$ cat src/rtl/fsa_pkg.sv
// Shared types and codes for the free segment allocator.
// No dependencies; used by fsa_ctrl and free_segment_allocator_top under rtl/.
`default_nettype none

package fsa_pkg;

  localparam int TABLE_ENTRIES_DEF = 64;
  localparam int ADDR_BITS_DEF     = 32;

  // One table entry holds a start address and a length.
  localparam int FIELD_W = 32;
  localparam int ENTRY_W = 2 * FIELD_W;

  // Fit policies.
  localparam logic [1:0] POL_FIRST = 2'd0;
  localparam logic [1:0] POL_BEST  = 2'd1;
  localparam logic [1:0] POL_NEXT  = 2'd2;

  // Request functions.
  localparam logic FN_ALLOC = 1'b0;
  localparam logic FN_FREE  = 1'b1;

  // Result status codes.
  localparam logic [1:0] ST_OK    = 2'd0;
  localparam logic [1:0] ST_NOFIT = 2'd1;
  localparam logic [1:0] ST_FULL  = 2'd2;
  localparam logic [1:0] ST_ZERO  = 2'd3;

  typedef struct packed {
    logic [1:0]         status;
    logic [FIELD_W-1:0] granted;
  } result_t;

endpackage

`default_nettype wire

$ cat src/rtl/fsa_ctrl.sv
// Sequencer of the free segment allocator: table scan, decision, entry shifts.
// Depends on fsa_pkg; drives the table RAM ports.
`default_nettype none

module fsa_ctrl #(
  parameter int TABLE_ENTRIES = fsa_pkg::TABLE_ENTRIES_DEF,
  parameter int ADDR_BITS     = fsa_pkg::ADDR_BITS_DEF
) (
  input  wire logic                              clk,
  input  wire logic                              rst_n,
  input  wire logic [1:0]                        fit_policy,
  input  wire logic                              req_valid,
  output logic                                   req_ready,
  input  wire logic                              req_func,
  input  wire logic [fsa_pkg::FIELD_W-1:0]       req_size,
  input  wire logic [fsa_pkg::FIELD_W-1:0]       req_addr,
  output logic                                   res_valid,
  input  wire logic                              res_take,
  output fsa_pkg::result_t                       res,
  output logic                                   ram_we,
  output logic [$clog2(TABLE_ENTRIES)-1:0]       ram_waddr,
  output logic [fsa_pkg::ENTRY_W-1:0]            ram_wdata,
  output logic [$clog2(TABLE_ENTRIES)-1:0]       ram_raddr,
  input  wire logic [fsa_pkg::ENTRY_W-1:0]       ram_rdata
);

  localparam int IW = $clog2(TABLE_ENTRIES);
  localparam int CW = $clog2(TABLE_ENTRIES + 1);
  localparam int FW = fsa_pkg::FIELD_W;
  localparam logic [CW-1:0] FULL_CNT = CW'(TABLE_ENTRIES);
  localparam logic [FW:0] ADDR_LIMIT =
    (ADDR_BITS >= FW) ? {1'b0, {FW{1'b1}}} : ((FW+1)'(1) << ADDR_BITS);

  localparam logic [2:0] S_IDLE   = 3'd0;
  localparam logic [2:0] S_SCAN   = 3'd1;
  localparam logic [2:0] S_DECIDE = 3'd2;
  localparam logic [2:0] S_WRITE  = 3'd3;
  localparam logic [2:0] S_MOVE   = 3'd4;
  localparam logic [2:0] S_DONE   = 3'd5;

  logic [2:0]    state_r, state_nxt;
  logic [CW-1:0] count_r, count_nxt;
  logic [IW-1:0] cursor_r, cursor_nxt;

  // Request held for the whole operation.
  logic          func_r;
  logic [FW-1:0] size_r, addr_r;
  logic [FW:0]   end_r;

  // Scan pipeline.
  logic [CW-1:0] scan_rd_r;
  logic          rvld_r;
  logic [IW-1:0] ridx_r;

  // Allocation candidates: first (under best fit, smallest) overall hit and first hit at or after the cursor.
  logic          hit_r, ge_r;
  logic [IW-1:0] hit_idx_r, ge_idx_r;
  logic [FW-1:0] hit_start_r, hit_len_r, ge_start_r, ge_len_r;

  // Free insertion point and its neighbours.
  logic          ovl_r, nx_vld_r;
  logic [CW-1:0] p_r;
  logic [FW-1:0] pv_start_r, pv_len_r, nx_start_r, nx_len_r;

  // Single entry write and shift plan.
  logic          wr_pend_r, up_r, pend_r;
  logic [IW-1:0] w_idx_r, pend_addr_r;
  logic [FW-1:0] w_start_r, w_len_r;
  logic [CW-1:0] mv_rd_r, mv_rem_r;

  fsa_pkg::result_t res_r;

  logic [FW-1:0] e_start, e_len;
  logic [FW:0]   e_end;
  logic          e_fits;
  logic [IW-1:0] cur_eff;

  assign e_start = ram_rdata[fsa_pkg::ENTRY_W-1:FW];
  assign e_len   = ram_rdata[FW-1:0];
  assign e_end   = {1'b0, e_start} + {1'b0, e_len};
  assign e_fits  = e_len >= size_r;
  assign cur_eff = ({{(CW-IW){1'b0}}, cursor_r} < count_r) ? cursor_r : '0;

  assign req_ready = (state_r == S_IDLE);
  assign res_valid = (state_r == S_DONE);
  assign res       = res_r;

  // Decision after the scan: selected segment and neighbour tests.
  logic          sel_ok;
  logic [IW-1:0] sel_idx;
  logic [FW-1:0] sel_start, sel_len;
  logic          prev_ok, next_ok;
  logic [CW-1:0] p_m1, p_p1, cnt_m1;

  always_comb begin
    if (fit_policy == fsa_pkg::POL_NEXT && ge_r) begin
      sel_ok = 1'b1;  sel_idx = ge_idx_r;  sel_start = ge_start_r;  sel_len = ge_len_r;
    end else begin
      sel_ok = hit_r; sel_idx = hit_idx_r; sel_start = hit_start_r; sel_len = hit_len_r;
    end
    p_m1    = p_r - CW'(1);
    p_p1    = p_r + CW'(1);
    cnt_m1  = count_r - CW'(1);
    prev_ok = (p_r != '0) && (({1'b0, pv_start_r} + {1'b0, pv_len_r}) == {1'b0, addr_r});
    next_ok = nx_vld_r && (end_r == {1'b0, nx_start_r});
  end

  // Next state and table control.
  logic [IW-1:0] c_tmp;
  logic [CW-1:0] sel_w;

  always_comb begin
    state_nxt  = state_r;
    count_nxt  = count_r;
    cursor_nxt = cursor_r;
    ram_we     = 1'b0;
    ram_waddr  = w_idx_r;
    ram_wdata  = {w_start_r, w_len_r};
    ram_raddr  = scan_rd_r[IW-1:0];
    c_tmp      = cursor_r;
    sel_w      = {{(CW-IW){1'b0}}, sel_idx};
    case (state_r)
      S_IDLE: begin
        if (req_valid) begin
          state_nxt = S_SCAN;
          if (req_size == '0 ||
              (req_func == fsa_pkg::FN_FREE &&
               ({1'b0, req_addr} + {1'b0, req_size}) > ADDR_LIMIT)) begin
            state_nxt = S_DONE;
          end
        end
      end
      S_SCAN: begin
        if (scan_rd_r == count_r && !rvld_r) begin
          state_nxt = S_DECIDE;
        end
      end
      S_DECIDE: begin
        state_nxt = S_DONE;
        if (func_r == fsa_pkg::FN_ALLOC) begin
          if (sel_ok) begin
            if (fit_policy == fsa_pkg::POL_NEXT) begin
              c_tmp = sel_idx;
            end
            if (sel_len == size_r) begin
              count_nxt = cnt_m1;
              if (c_tmp > sel_idx) begin
                c_tmp = c_tmp - IW'(1);
              end
              state_nxt = (cnt_m1 != sel_w) ? S_MOVE : S_DONE;
            end else begin
              state_nxt = S_WRITE;
            end
            cursor_nxt = ({{(CW-IW){1'b0}}, c_tmp} >= count_nxt) ? '0 : c_tmp;
          end
        end else if (!ovl_r) begin
          if (prev_ok && next_ok) begin
            if (cursor_r == p_r[IW-1:0]) begin
              c_tmp = p_m1[IW-1:0];
            end
            if ({{(CW-IW){1'b0}}, c_tmp} > p_r) begin
              c_tmp = c_tmp - IW'(1);
            end
            count_nxt  = cnt_m1;
            cursor_nxt = ({{(CW-IW){1'b0}}, c_tmp} >= cnt_m1) ? '0 : c_tmp;
            state_nxt  = S_WRITE;
          end else if (prev_ok || next_ok) begin
            state_nxt = S_WRITE;
          end else if (count_r != FULL_CNT) begin
            if (p_r < count_r && {{(CW-IW){1'b0}}, cursor_r} >= p_r) begin
              c_tmp = cursor_r + IW'(1);
            end
            count_nxt  = count_r + CW'(1);
            cursor_nxt = ({{(CW-IW){1'b0}}, c_tmp} >= count_nxt) ? '0 : c_tmp;
            state_nxt  = (count_r != p_r) ? S_MOVE : S_WRITE;
          end
        end
      end
      S_WRITE: begin
        ram_we    = 1'b1;
        state_nxt = (!up_r && mv_rem_r != '0) ? S_MOVE : S_DONE;
      end
      S_MOVE: begin
        ram_raddr = mv_rd_r[IW-1:0];
        ram_we    = pend_r;
        ram_waddr = pend_addr_r;
        ram_wdata = ram_rdata;
        if (mv_rem_r == '0 && !pend_r) begin
          state_nxt = up_r ? S_WRITE : S_DONE;
        end
      end
      S_DONE: begin
        if (res_take) begin
          state_nxt = S_IDLE;
        end
      end
      default: state_nxt = S_IDLE;
    endcase
  end

  // Control registers.
  always_ff @(posedge clk) begin
    if (!rst_n) begin
      state_r  <= S_IDLE;
      count_r  <= '0;
      cursor_r <= '0;
      rvld_r   <= 1'b0;
      pend_r   <= 1'b0;
    end else begin
      state_r  <= state_nxt;
      count_r  <= count_nxt;
      cursor_r <= cursor_nxt;
      rvld_r   <= (state_r == S_SCAN) && (scan_rd_r != count_r);
      pend_r   <= (state_r == S_MOVE) && (mv_rem_r != '0);
    end
  end

  // Datapath registers.
  always_ff @(posedge clk) begin
    ridx_r      <= scan_rd_r[IW-1:0];
    pend_addr_r <= up_r ? (mv_rd_r[IW-1:0] + IW'(1)) : (mv_rd_r[IW-1:0] - IW'(1));
    case (state_r)
      S_IDLE: begin
        func_r      <= req_func;
        size_r      <= req_size;
        addr_r      <= req_addr;
        end_r       <= {1'b0, req_addr} + {1'b0, req_size};
        scan_rd_r   <= '0;
        hit_r       <= 1'b0;
        ge_r        <= 1'b0;
        ovl_r       <= 1'b0;
        nx_vld_r    <= 1'b0;
        p_r         <= '0;
        up_r        <= 1'b0;
        mv_rem_r    <= '0;
        res_r.granted <= '0;
        res_r.status  <= (req_size == '0) ? fsa_pkg::ST_ZERO : fsa_pkg::ST_NOFIT;
      end
      S_SCAN: begin
        if (scan_rd_r != count_r) begin
          scan_rd_r <= scan_rd_r + CW'(1);
        end
        if (rvld_r) begin
          if (func_r == fsa_pkg::FN_ALLOC) begin
            if (e_fits && (!hit_r ||
                (fit_policy == fsa_pkg::POL_BEST && e_len < hit_len_r))) begin
              hit_r <= 1'b1; hit_idx_r <= ridx_r;
              hit_start_r <= e_start; hit_len_r <= e_len;
            end
            if (e_fits && !ge_r && ridx_r >= cur_eff) begin
              ge_r <= 1'b1; ge_idx_r <= ridx_r;
              ge_start_r <= e_start; ge_len_r <= e_len;
            end
          end else begin
            if ({1'b0, e_start} < end_r && {1'b0, addr_r} < e_end) begin
              ovl_r <= 1'b1;
            end
            if (e_start < addr_r) begin
              p_r <= {{(CW-IW){1'b0}}, ridx_r} + CW'(1);
              pv_start_r <= e_start; pv_len_r <= e_len;
            end else if (!nx_vld_r) begin
              nx_vld_r <= 1'b1;
              nx_start_r <= e_start; nx_len_r <= e_len;
            end
          end
        end
      end
      S_DECIDE: begin
        if (func_r == fsa_pkg::FN_ALLOC) begin
          if (sel_ok) begin
            res_r.status  <= fsa_pkg::ST_OK;
            res_r.granted <= sel_start;
            w_idx_r   <= sel_idx;
            w_start_r <= sel_start + size_r;
            w_len_r   <= sel_len - size_r;
            mv_rd_r   <= sel_w + CW'(1);
            mv_rem_r  <= (sel_len == size_r) ? (cnt_m1 - sel_w) : '0;
          end
        end else if (!ovl_r) begin
          res_r.status <= fsa_pkg::ST_OK;
          if (prev_ok && next_ok) begin
            w_idx_r   <= p_m1[IW-1:0];
            w_start_r <= pv_start_r;
            w_len_r   <= pv_len_r + size_r + nx_len_r;
            mv_rd_r   <= p_p1;
            mv_rem_r  <= cnt_m1 - p_r;
          end else if (prev_ok) begin
            w_idx_r   <= p_m1[IW-1:0];
            w_start_r <= pv_start_r;
            w_len_r   <= pv_len_r + size_r;
          end else if (next_ok) begin
            w_idx_r   <= p_r[IW-1:0];
            w_start_r <= addr_r;
            w_len_r   <= nx_len_r + size_r;
          end else if (count_r != FULL_CNT) begin
            w_idx_r   <= p_r[IW-1:0];
            w_start_r <= addr_r;
            w_len_r   <= size_r;
            up_r      <= 1'b1;
            mv_rd_r   <= cnt_m1;
            mv_rem_r  <= count_r - p_r;
          end else begin
            res_r.status <= fsa_pkg::ST_FULL;
          end
        end
      end
      S_MOVE: begin
        if (mv_rem_r != '0) begin
          mv_rem_r <= mv_rem_r - CW'(1);
          mv_rd_r  <= up_r ? (mv_rd_r - CW'(1)) : (mv_rd_r + CW'(1));
        end
      end
      default: begin
      end
    endcase
  end

endmodule

`default_nettype wire

$ cat config.mk
export PLATFORM = sky130hd
export DESIGN_NAME = fsa_ctrl
export DESIGN_NICKNAME = d
export VERILOG_FILES = /design/src/rtl/fsa_pkg.sv /design/src/rtl/fsa_ctrl.sv
export SDC_FILE = /design/constraint.sdc
export NUM_CORES = 2
export LEC_CHECK = 0
export BUFFER_PORTS_ARGS = -buffer_cell sky130_fd_sc_hd__buf_2
export CAP_MARGIN = 40
export CORE_MARGIN = 8
export CORE_UTILIZATION = 68
export CTS_CLUSTER_DIAMETER = 80
export DETAILED_ROUTE_END_ITERATION = 12
export PLACE_DENSITY = 0.93
export SLEW_MARGIN = 20
export SYNTH_ARGS = -nofsm -noshare
export SYNTH_HDL_FRONTEND = slang
export SYNTH_SLANG_ARGS = --single-unit
export TNS_END_PERCENT = 50
$ cat constraint.sdc
create_clock -name clk -period 12.8 [get_ports clk]
set_input_delay 1.92 -clock clk [delete_from_list [all_inputs] [get_ports clk]]
set_output_delay 1.92 -clock clk [all_outputs]
set_load 0.02 [all_outputs]
---- After elaboration in Yosys (flattened, before gate mapping) ----
Index checks and enable logic that the tools add are counted.
operators by class
  add/sub/neg operators ................... 26
  magnitude comparators ................... 15
  equal/unequal tests ..................... 47
  multiplexer cells ....................... 152
  bitwise operators ....................... 3
  reductions and logical operators ........ 52
operators with widths
  operator                                                         count
  two-way mux 32 bit                                               17
  two-way mux 6 bit                                                47
  two-way mux 7 bit                                                32
  adder 32 bit                                                     4
  adder 32 x 32 -> 33 bit                                          3
  case mux 34 bit (2 select lines)                                 1
  == test 33 x 32 -> 1 bit                                         2
  < comparator 32 x 33 -> 1 bit                                    2
  < comparator 32 bit                                              2
  two-way mux 64 bit                                               1
  two-way mux 3 bit                                                14
  case mux 7 bit (2 select lines)                                  3
  AND reduction 4 bit                                              10
  two-way mux 34 bit                                               1
  greater-than comparator 33 x 32 -> 1 bit, second input constant  1
  == test 32 bit                                                   1
  greater-or-equal comparator 32 bit                               1
  zero test 32 bit                                                 1
  != test 2 bit, second input constant                             16
  subtractor 32 bit                                                1
  adder 7 x 1 -> 7 bit, second input constant                      4
  greater-or-equal comparator 6 x 7 -> 1 bit                       4
  subtractor 6 x 1 -> 6 bit, second input constant                 4
  two-way mux 1 bit                                                21
  43 further kinds                                                 102
storage, ports and cells
  flip-flop bits (word level) ............. 533
  bits of input ports ..................... 135
  output and inout bits ................... 113
  logic and storage cells ................. 330

---- Longest topological paths before layout ----
  word-level depth ........................ 19
  depth in mapped cells ................... 30
  gate-level depth less buffers ........... 28

---- Worst setup path after synthesis ----
Ideal clock, no wire load.
  path type ............................... input to register
  start ................................... input ram_rdata[1] in the netlist's numbering
  end ..................................... register hit_idx_r[0] (enable)
  setup time .............................. 0.584 ns
  data arrival time ....................... 8.471 ns
  required time ........................... 12.216 ns
  setup slack ............................. 3.745 ns
  stages .................................. 12
  buffers on the path ..................... 0
  path through ............................ ha_1 -> a21o_1 -> a21o_1 -> a21o_1 -> a21o_1 -> a21o_1 -> a21o_1 -> a21oi_1 -> o21ai_0 -> a211oi_1 -> o211ai_1 -> nor3_1
on the way
  word-level cells in the longest chain between the ends .. 5
  elaborated cells between the ends (all ways) .. 6
  classes of those cells .................. 2 x order compare; 4 x reduce/logical
RTL lines
  element                                   line             text
  start: declaration                        fsa_ctrl.sv:24   input wire logic [fsa_pkg::ENTRY_W-1:0] ram_rdata
  < comparator 32 bit                       fsa_ctrl.sv:246  (fit_policy == fsa_pkg::POL_BEST && e_len < hit_len_r))) begin
  logical AND 1 bit                         fsa_ctrl.sv:246
  logical OR 1 bit                          fsa_ctrl.sv:245  if (e_fits && (!hit_r ||
  logical AND 1 bit (*)                     fsa_ctrl.sv:245
  AND reduction 4 bit (no source line) (*)  n/a
  end signal: assignment                    fsa_ctrl.sv:247  hit_r <= 1'b1; hit_idx_r <= ridx_r;
  end: declaration                          fsa_ctrl.sv:57   logic [IW-1:0] hit_idx_r, ge_idx_r;
Every way passes the cells marked *; elsewhere a longest branch is shown, timed or not.
A chain may end at the register's enable or synchronous reset.

---- Worst setup path in the final report ----
  start ................................... input fit_policy[0]
  end ..................................... register cursor_r[2]
on the way
  word-level cells in the longest chain between the ends .. 17
  elaborated cells between the ends (all ways) .. 27
  classes of those cells .................. 1 x add/sub; 2 x order compare; 2 x eq/ne; 19 x mux; 3 x reduce/logical
RTL lines
  element                                                                            line                              text
  start: declaration                                                                 fsa_ctrl.sv:11                    input wire logic [1:0] fit_policy,
  == test 2 bit (*)                                                                  fsa_ctrl.sv:96, fsa_ctrl.sv:142
  logical AND 1 bit                                                                  fsa_ctrl.sv:96                    if (fit_policy == fsa_pkg::POL_NEXT && ge_r) begin
  two-way mux 6 bit                                                                  fsa_ctrl.sv:96
  two-way mux 6 bit                                                                  fsa_ctrl.sv:142                   if (fit_policy == fsa_pkg::POL_NEXT) begin
  two-way mux 6 bit                                                                  fsa_ctrl.sv:141                   if (sel_ok) begin
  two-way mux 6 bit                                                                  fsa_ctrl.sv:140                   if (func_r == fsa_pkg::FN_ALLOC) begin
  two-way mux 6 bit                                                                  fsa_ctrl.sv:122                   case (state_r)
  subtractor 6 x 1 -> 6 bit / greater-than comparator 6 bit (equally long branches)  fsa_ctrl.sv:148, fsa_ctrl.sv:147
  two-way mux 6 bit                                                                  fsa_ctrl.sv:147                   if (c_tmp > sel_idx) begin
  two-way mux 6 bit                                                                  fsa_ctrl.sv:145                   if (sel_len == size_r) begin
  two-way mux 6 bit                                                                  fsa_ctrl.sv:141
  two-way mux 6 bit                                                                  fsa_ctrl.sv:140
  two-way mux 6 bit                                                                  fsa_ctrl.sv:122
  greater-or-equal comparator 6 x 7 -> 1 bit                                         fsa_ctrl.sv:154                   cursor_nxt = ({{(CW-IW){1'b0}}, c_tmp} >= count_nxt) ? '0 : c_tmp;
  two-way mux 6 bit                                                                  fsa_ctrl.sv:154
  two-way mux 6 bit                                                                  fsa_ctrl.sv:141
  two-way mux 6 bit                                                                  fsa_ctrl.sv:140
  end signal: assignment                                                             fsa_ctrl.sv:212                   cursor_r <= cursor_nxt;
  end: declaration                                                                   fsa_ctrl.sv:43                    logic [IW-1:0] cursor_r, cursor_nxt;
Every way passes the cells marked *; elsewhere a longest branch is shown, timed or not. The select of a mux whose other input is x is not followed.

==> flow_summary.json <==
{
  "status": "completed",
  "required_ns": 13.36,
  "num_rows": 91,
  "syn_area_um2": 41980,
  "synth_ff_type": "edfxtp_1",
  "first_pass_iters": 6,
  "first_global_vias": 37360,
  "wl_per_cell_um": 26.66,
  "start_util_pct": 68.40,
  "crit_path_start_kind": "primary input",
  "clockBufferDepth": 3,
  "stdcell_count": 5464,
  "path_class": "in2reg",
  "synth_cell_types": 107,
  "cts.clk_slew.worst_paths_ns": 0.06,
  "fin_nets": 5266,
  "yosys_warnings": 0,
  "min-delay-start": "ridx_r[1]",
  "hpwl_mm": 108.9,
  "die-area_um2": 69930,
  "cp_common_cell": "a21o_1",
  "r2r_start": "size_r[0]",
  "cts_sinks": 532,
  "clock_latency_ns": 0.65,
  "cpPeakStageDelay_ns": 0.62,
  "internal_power_mw": 5.072,
  "power_frac_seq_pct": 29.5,
  "crit_fanout": 38,
  "worst_slack_ns": 5.350,
  "crit_start": "fit_policy[0]",
  "cts_post_setup_buffers_inserted": 0,
  "crit_arrival_ns": 8.01,
  "syn_area_per_cell_um2": 9.566,
  "rsz0062_at_grt": "no",
  "grt_start_max_net_pins": 128,
  "switching_share_pct": 45.30,
  "powerDensity_nw_per_um2": 201.8,
  "critPathSlowestCell": "buf_4",
  "fin_crit_sh_pct": 58.20,
  "worstMarginPinSlew_ns": 0.9267,
  "vdd_ir_drop_max_mv": 0.1500,
  "postCtsHoldBufs": 0,
  "drt-total-wl_mm": 145.7,
  "via_per_inst": 6.919,
  "port_buffers": 247,
  "dp_cells": 5350,
  "p_sw_mw": 4.200,
  "synth_nets": 5029,
  "synth_seq_area_share_pct": 37.34,
  "cts_root_buffer": "clkbuf_16",
  "hp-class": "reg2reg",
  "clkPwrFrac_pct": 17.8,
  "ant_nets": 0,
  "dieWidth_um": 264.5,
  "hold_viol": 0,
  "setup_viol": 0,
  "cts_tree": "built",
  "endpoint_kind": "flip-flop",
  "p_leak_nw": 19.69,
  "core-area_um2": 61370,
  "fin_setup_tns_ns": 0,
  "synth_edf_count": 502,
  "antenna_found_initial": 3,
  "synth_seq_cells": 532,
  "drv_cap": 0,
  "cts_max_level": 2,
  "numCtsBuffers": 57,
  "ios": 248,
  "slew_viol_final": 0,
  "grt_pass1_wl_mm": 217.6,
  "combPwrFrac_pct": 52.7,
  "globalRouteTotalUtil_pct": 40.00,
  "layout-drive-gt1-share_pct": 11.36,
  "cts_resized": 0,
  "fin_util_pct": 74.86,
  "drc_errors": 0,
  "async_reset_ff_share_pct": 0,
  "first_iter_violations": 4972,
  "die_h_um": 264.5,
  "path_cells": "buf_2, nand3b_1, buf_4, buf_4, mux2_2, ha_1, nand4_1, nor4_1, and3_1, o221ai_1, xnor2_1, ha_1, nand2b_1, a21o_1, a21o_1, a21o_1, a21o_1, a21oi_1, o21ai_0, inv_1, a221oi_1, a21o_1, a211oi_1",
  "grt_overflow_total": 0,
  "finalCriticalPeriod_ns": 7.450,
  "r2r_slack_ns": 6.12,
  "slew_headroom_pct": 36.45,
  "globalplace.congestion": 1.115,
  "synthCells": 4388,
  "fmax_ghz": 0.1342,
  "vias": 37810,
  "fin_skew_ns": 0.01913,
  "post-place-ws_ns": 4.760,
  "synthToLayoutAreaGrowth_pct": 9.449
}
-- layout make-up --
type	instances	area, um^2
Multi-Input combinational cell	3491	24860
Sequential cell	532	15680
Fill cell	4013	15430
Timing Repair Buffer	298	1685
Clock buffer	69	1493
Tap cell	790	988.4
Inverter	245	922.1
Clock inverter	38	316.6
Antenna cell	1	2.502
-- power by group through the flow --
stage | registers, mW | logic (mW) | clock network, mW
floorplan | 2.62 | 3.30 | 0
global placement | 2.71 | 4.48 | 0
detailed placement | 2.72 | 4.65 | 0
CTS | 2.70 | 4.73 | 1.64
global route | 2.74 | 5.27 | 1.70
finish | 2.73 | 4.89 | 1.65
-- cells in the mapped netlist, drive strengths merged, types with 10 or more instances --
master,number,share of area (%)
a2111oi,12,0.37
a211o,13,0.27
a211oi,51,0.94
a21boi,17,0.33
a21o,164,2.9
a21oi,324,3.9
a22oi,10,0.18
a31o,10,0.21
a31oi,81,1.3
and2,51,0.76
and3,48,0.72
and4,14,0.29
buf,38,0.62
clkbuf,81,0.74
dfxtp,30,1.4
edfxtp,502,36
fa,13,0.62
ha,493,15
inv,244,2.2
mux2,67,1.8
mux2i,45,1.1
nand2,507,4.5
nand2b,62,0.92
nand3,90,1.1
nand4,66,1.0
nor2,297,2.7
nor2b,62,0.92
nor3,87,1.1
nor3b,10,0.18
nor4,38,0.60
o211ai,31,0.55
o21a,59,1.1
o21ai,172,2.1
o21bai,25,0.45
o221ai,12,0.25
o22ai,13,0.19
o311ai,12,0.25
o31a,12,0.25
o31ai,29,0.53
or2,23,0.34
or3,28,0.42
xnor2,209,4.4
xor2,128,2.7
-- cells in the final DEF (no fill, tap or decap), types with 64 or more instances in the layout --
| cell | instances |
|---|---|
| xor2_1 | 127 |
| nor2_1 | 294 |
| a21o_1 | 164 |
| nand2_1 | 505 |
| a31oi_1 | 78 |
| inv_1 | 242 |
| edfxtp_1 | 502 |
| nand4_1 | 64 |
| xnor2_1 | 209 |
| a21oi_1 | 321 |
| nor3_1 | 80 |
| ha_1 | 493 |
| mux2_2 | 67 |
| o21ai_0 | 166 |
| buf_2 | 253 |
| nand3_1 | 89 |
-- kinds of logic after synthesis --
kind of cell	after synthesis	synth area share (%)
adders and majority gates	506	15.32
DFF	532	37.34
buffers and inverters	365	3.571
muxes	112	2.871
and+or+nand+nor	1409	16.04
xor gates and xnor gates	338	7.103
AOI/OAI and AO/OA	1126	17.75
-- stage by stage --
| step | hold slack (ns) | total power [mW] | instance area [um^2] |
|---|---|---|---|
| after floorplan | 0.4279 | 5.923 | 41980 |
| after global placement | 0.5386 | 7.195 | 43960 |
| after detailed placement | 0.5476 | 7.369 | 44030 |
| after CTS | 0.5548 | 9.067 | 45840 |
| after global routing | 0.5732 | 9.710 | 45940 |
| final | 0.5645 | 9.272 | 45940 |
-- flip-flops by register name (all words and copies together) (netlist names), 7 cells and up --
signal	flops
addr_r	32
count_r	7
end_r	33
ge_len_r	32
ge_start_r	32
hit_len_r	32
hit_start_r	32
mv_rem_r	7
nx_len_r	32
nx_start_r	32
p_r	7
pv_len_r	32
pv_start_r	32
res	34
scan_rd_r	7
size_r	32
w_len_r	32
w_start_r	32
-- final timing paths --
check	to	cells after the start
worst max-delay path	cursor_r[2]	23
worst min register to register	hit_idx_r[1]	0
worst min-delay path	hit_idx_r[1]	0
worst max register to register	w_len_r[31]	22
-- worst max-delay path, delay by kind of cell --
kind                       cells  cell delay, ns
AOI/OAI and AO/OA             10            1.91
buffers and inverters          4            1.41
and+or+nand+nor                5            1.28
adders and majority gates      2            0.66
xor gates and xnor gates       1            0.40
muxes                          1            0.41
-- metal layers --
layer	wire length (um)	up-vias	GRT usage [%]
met3	18920	679	9.053
met1	51070	17630	49.12
li1	-	16720	-
met4	11170	2	25.75
met5	18	-	0
met2	64520	2784	63.43
No activity file was read; power rests on OpenSTA's default activity.
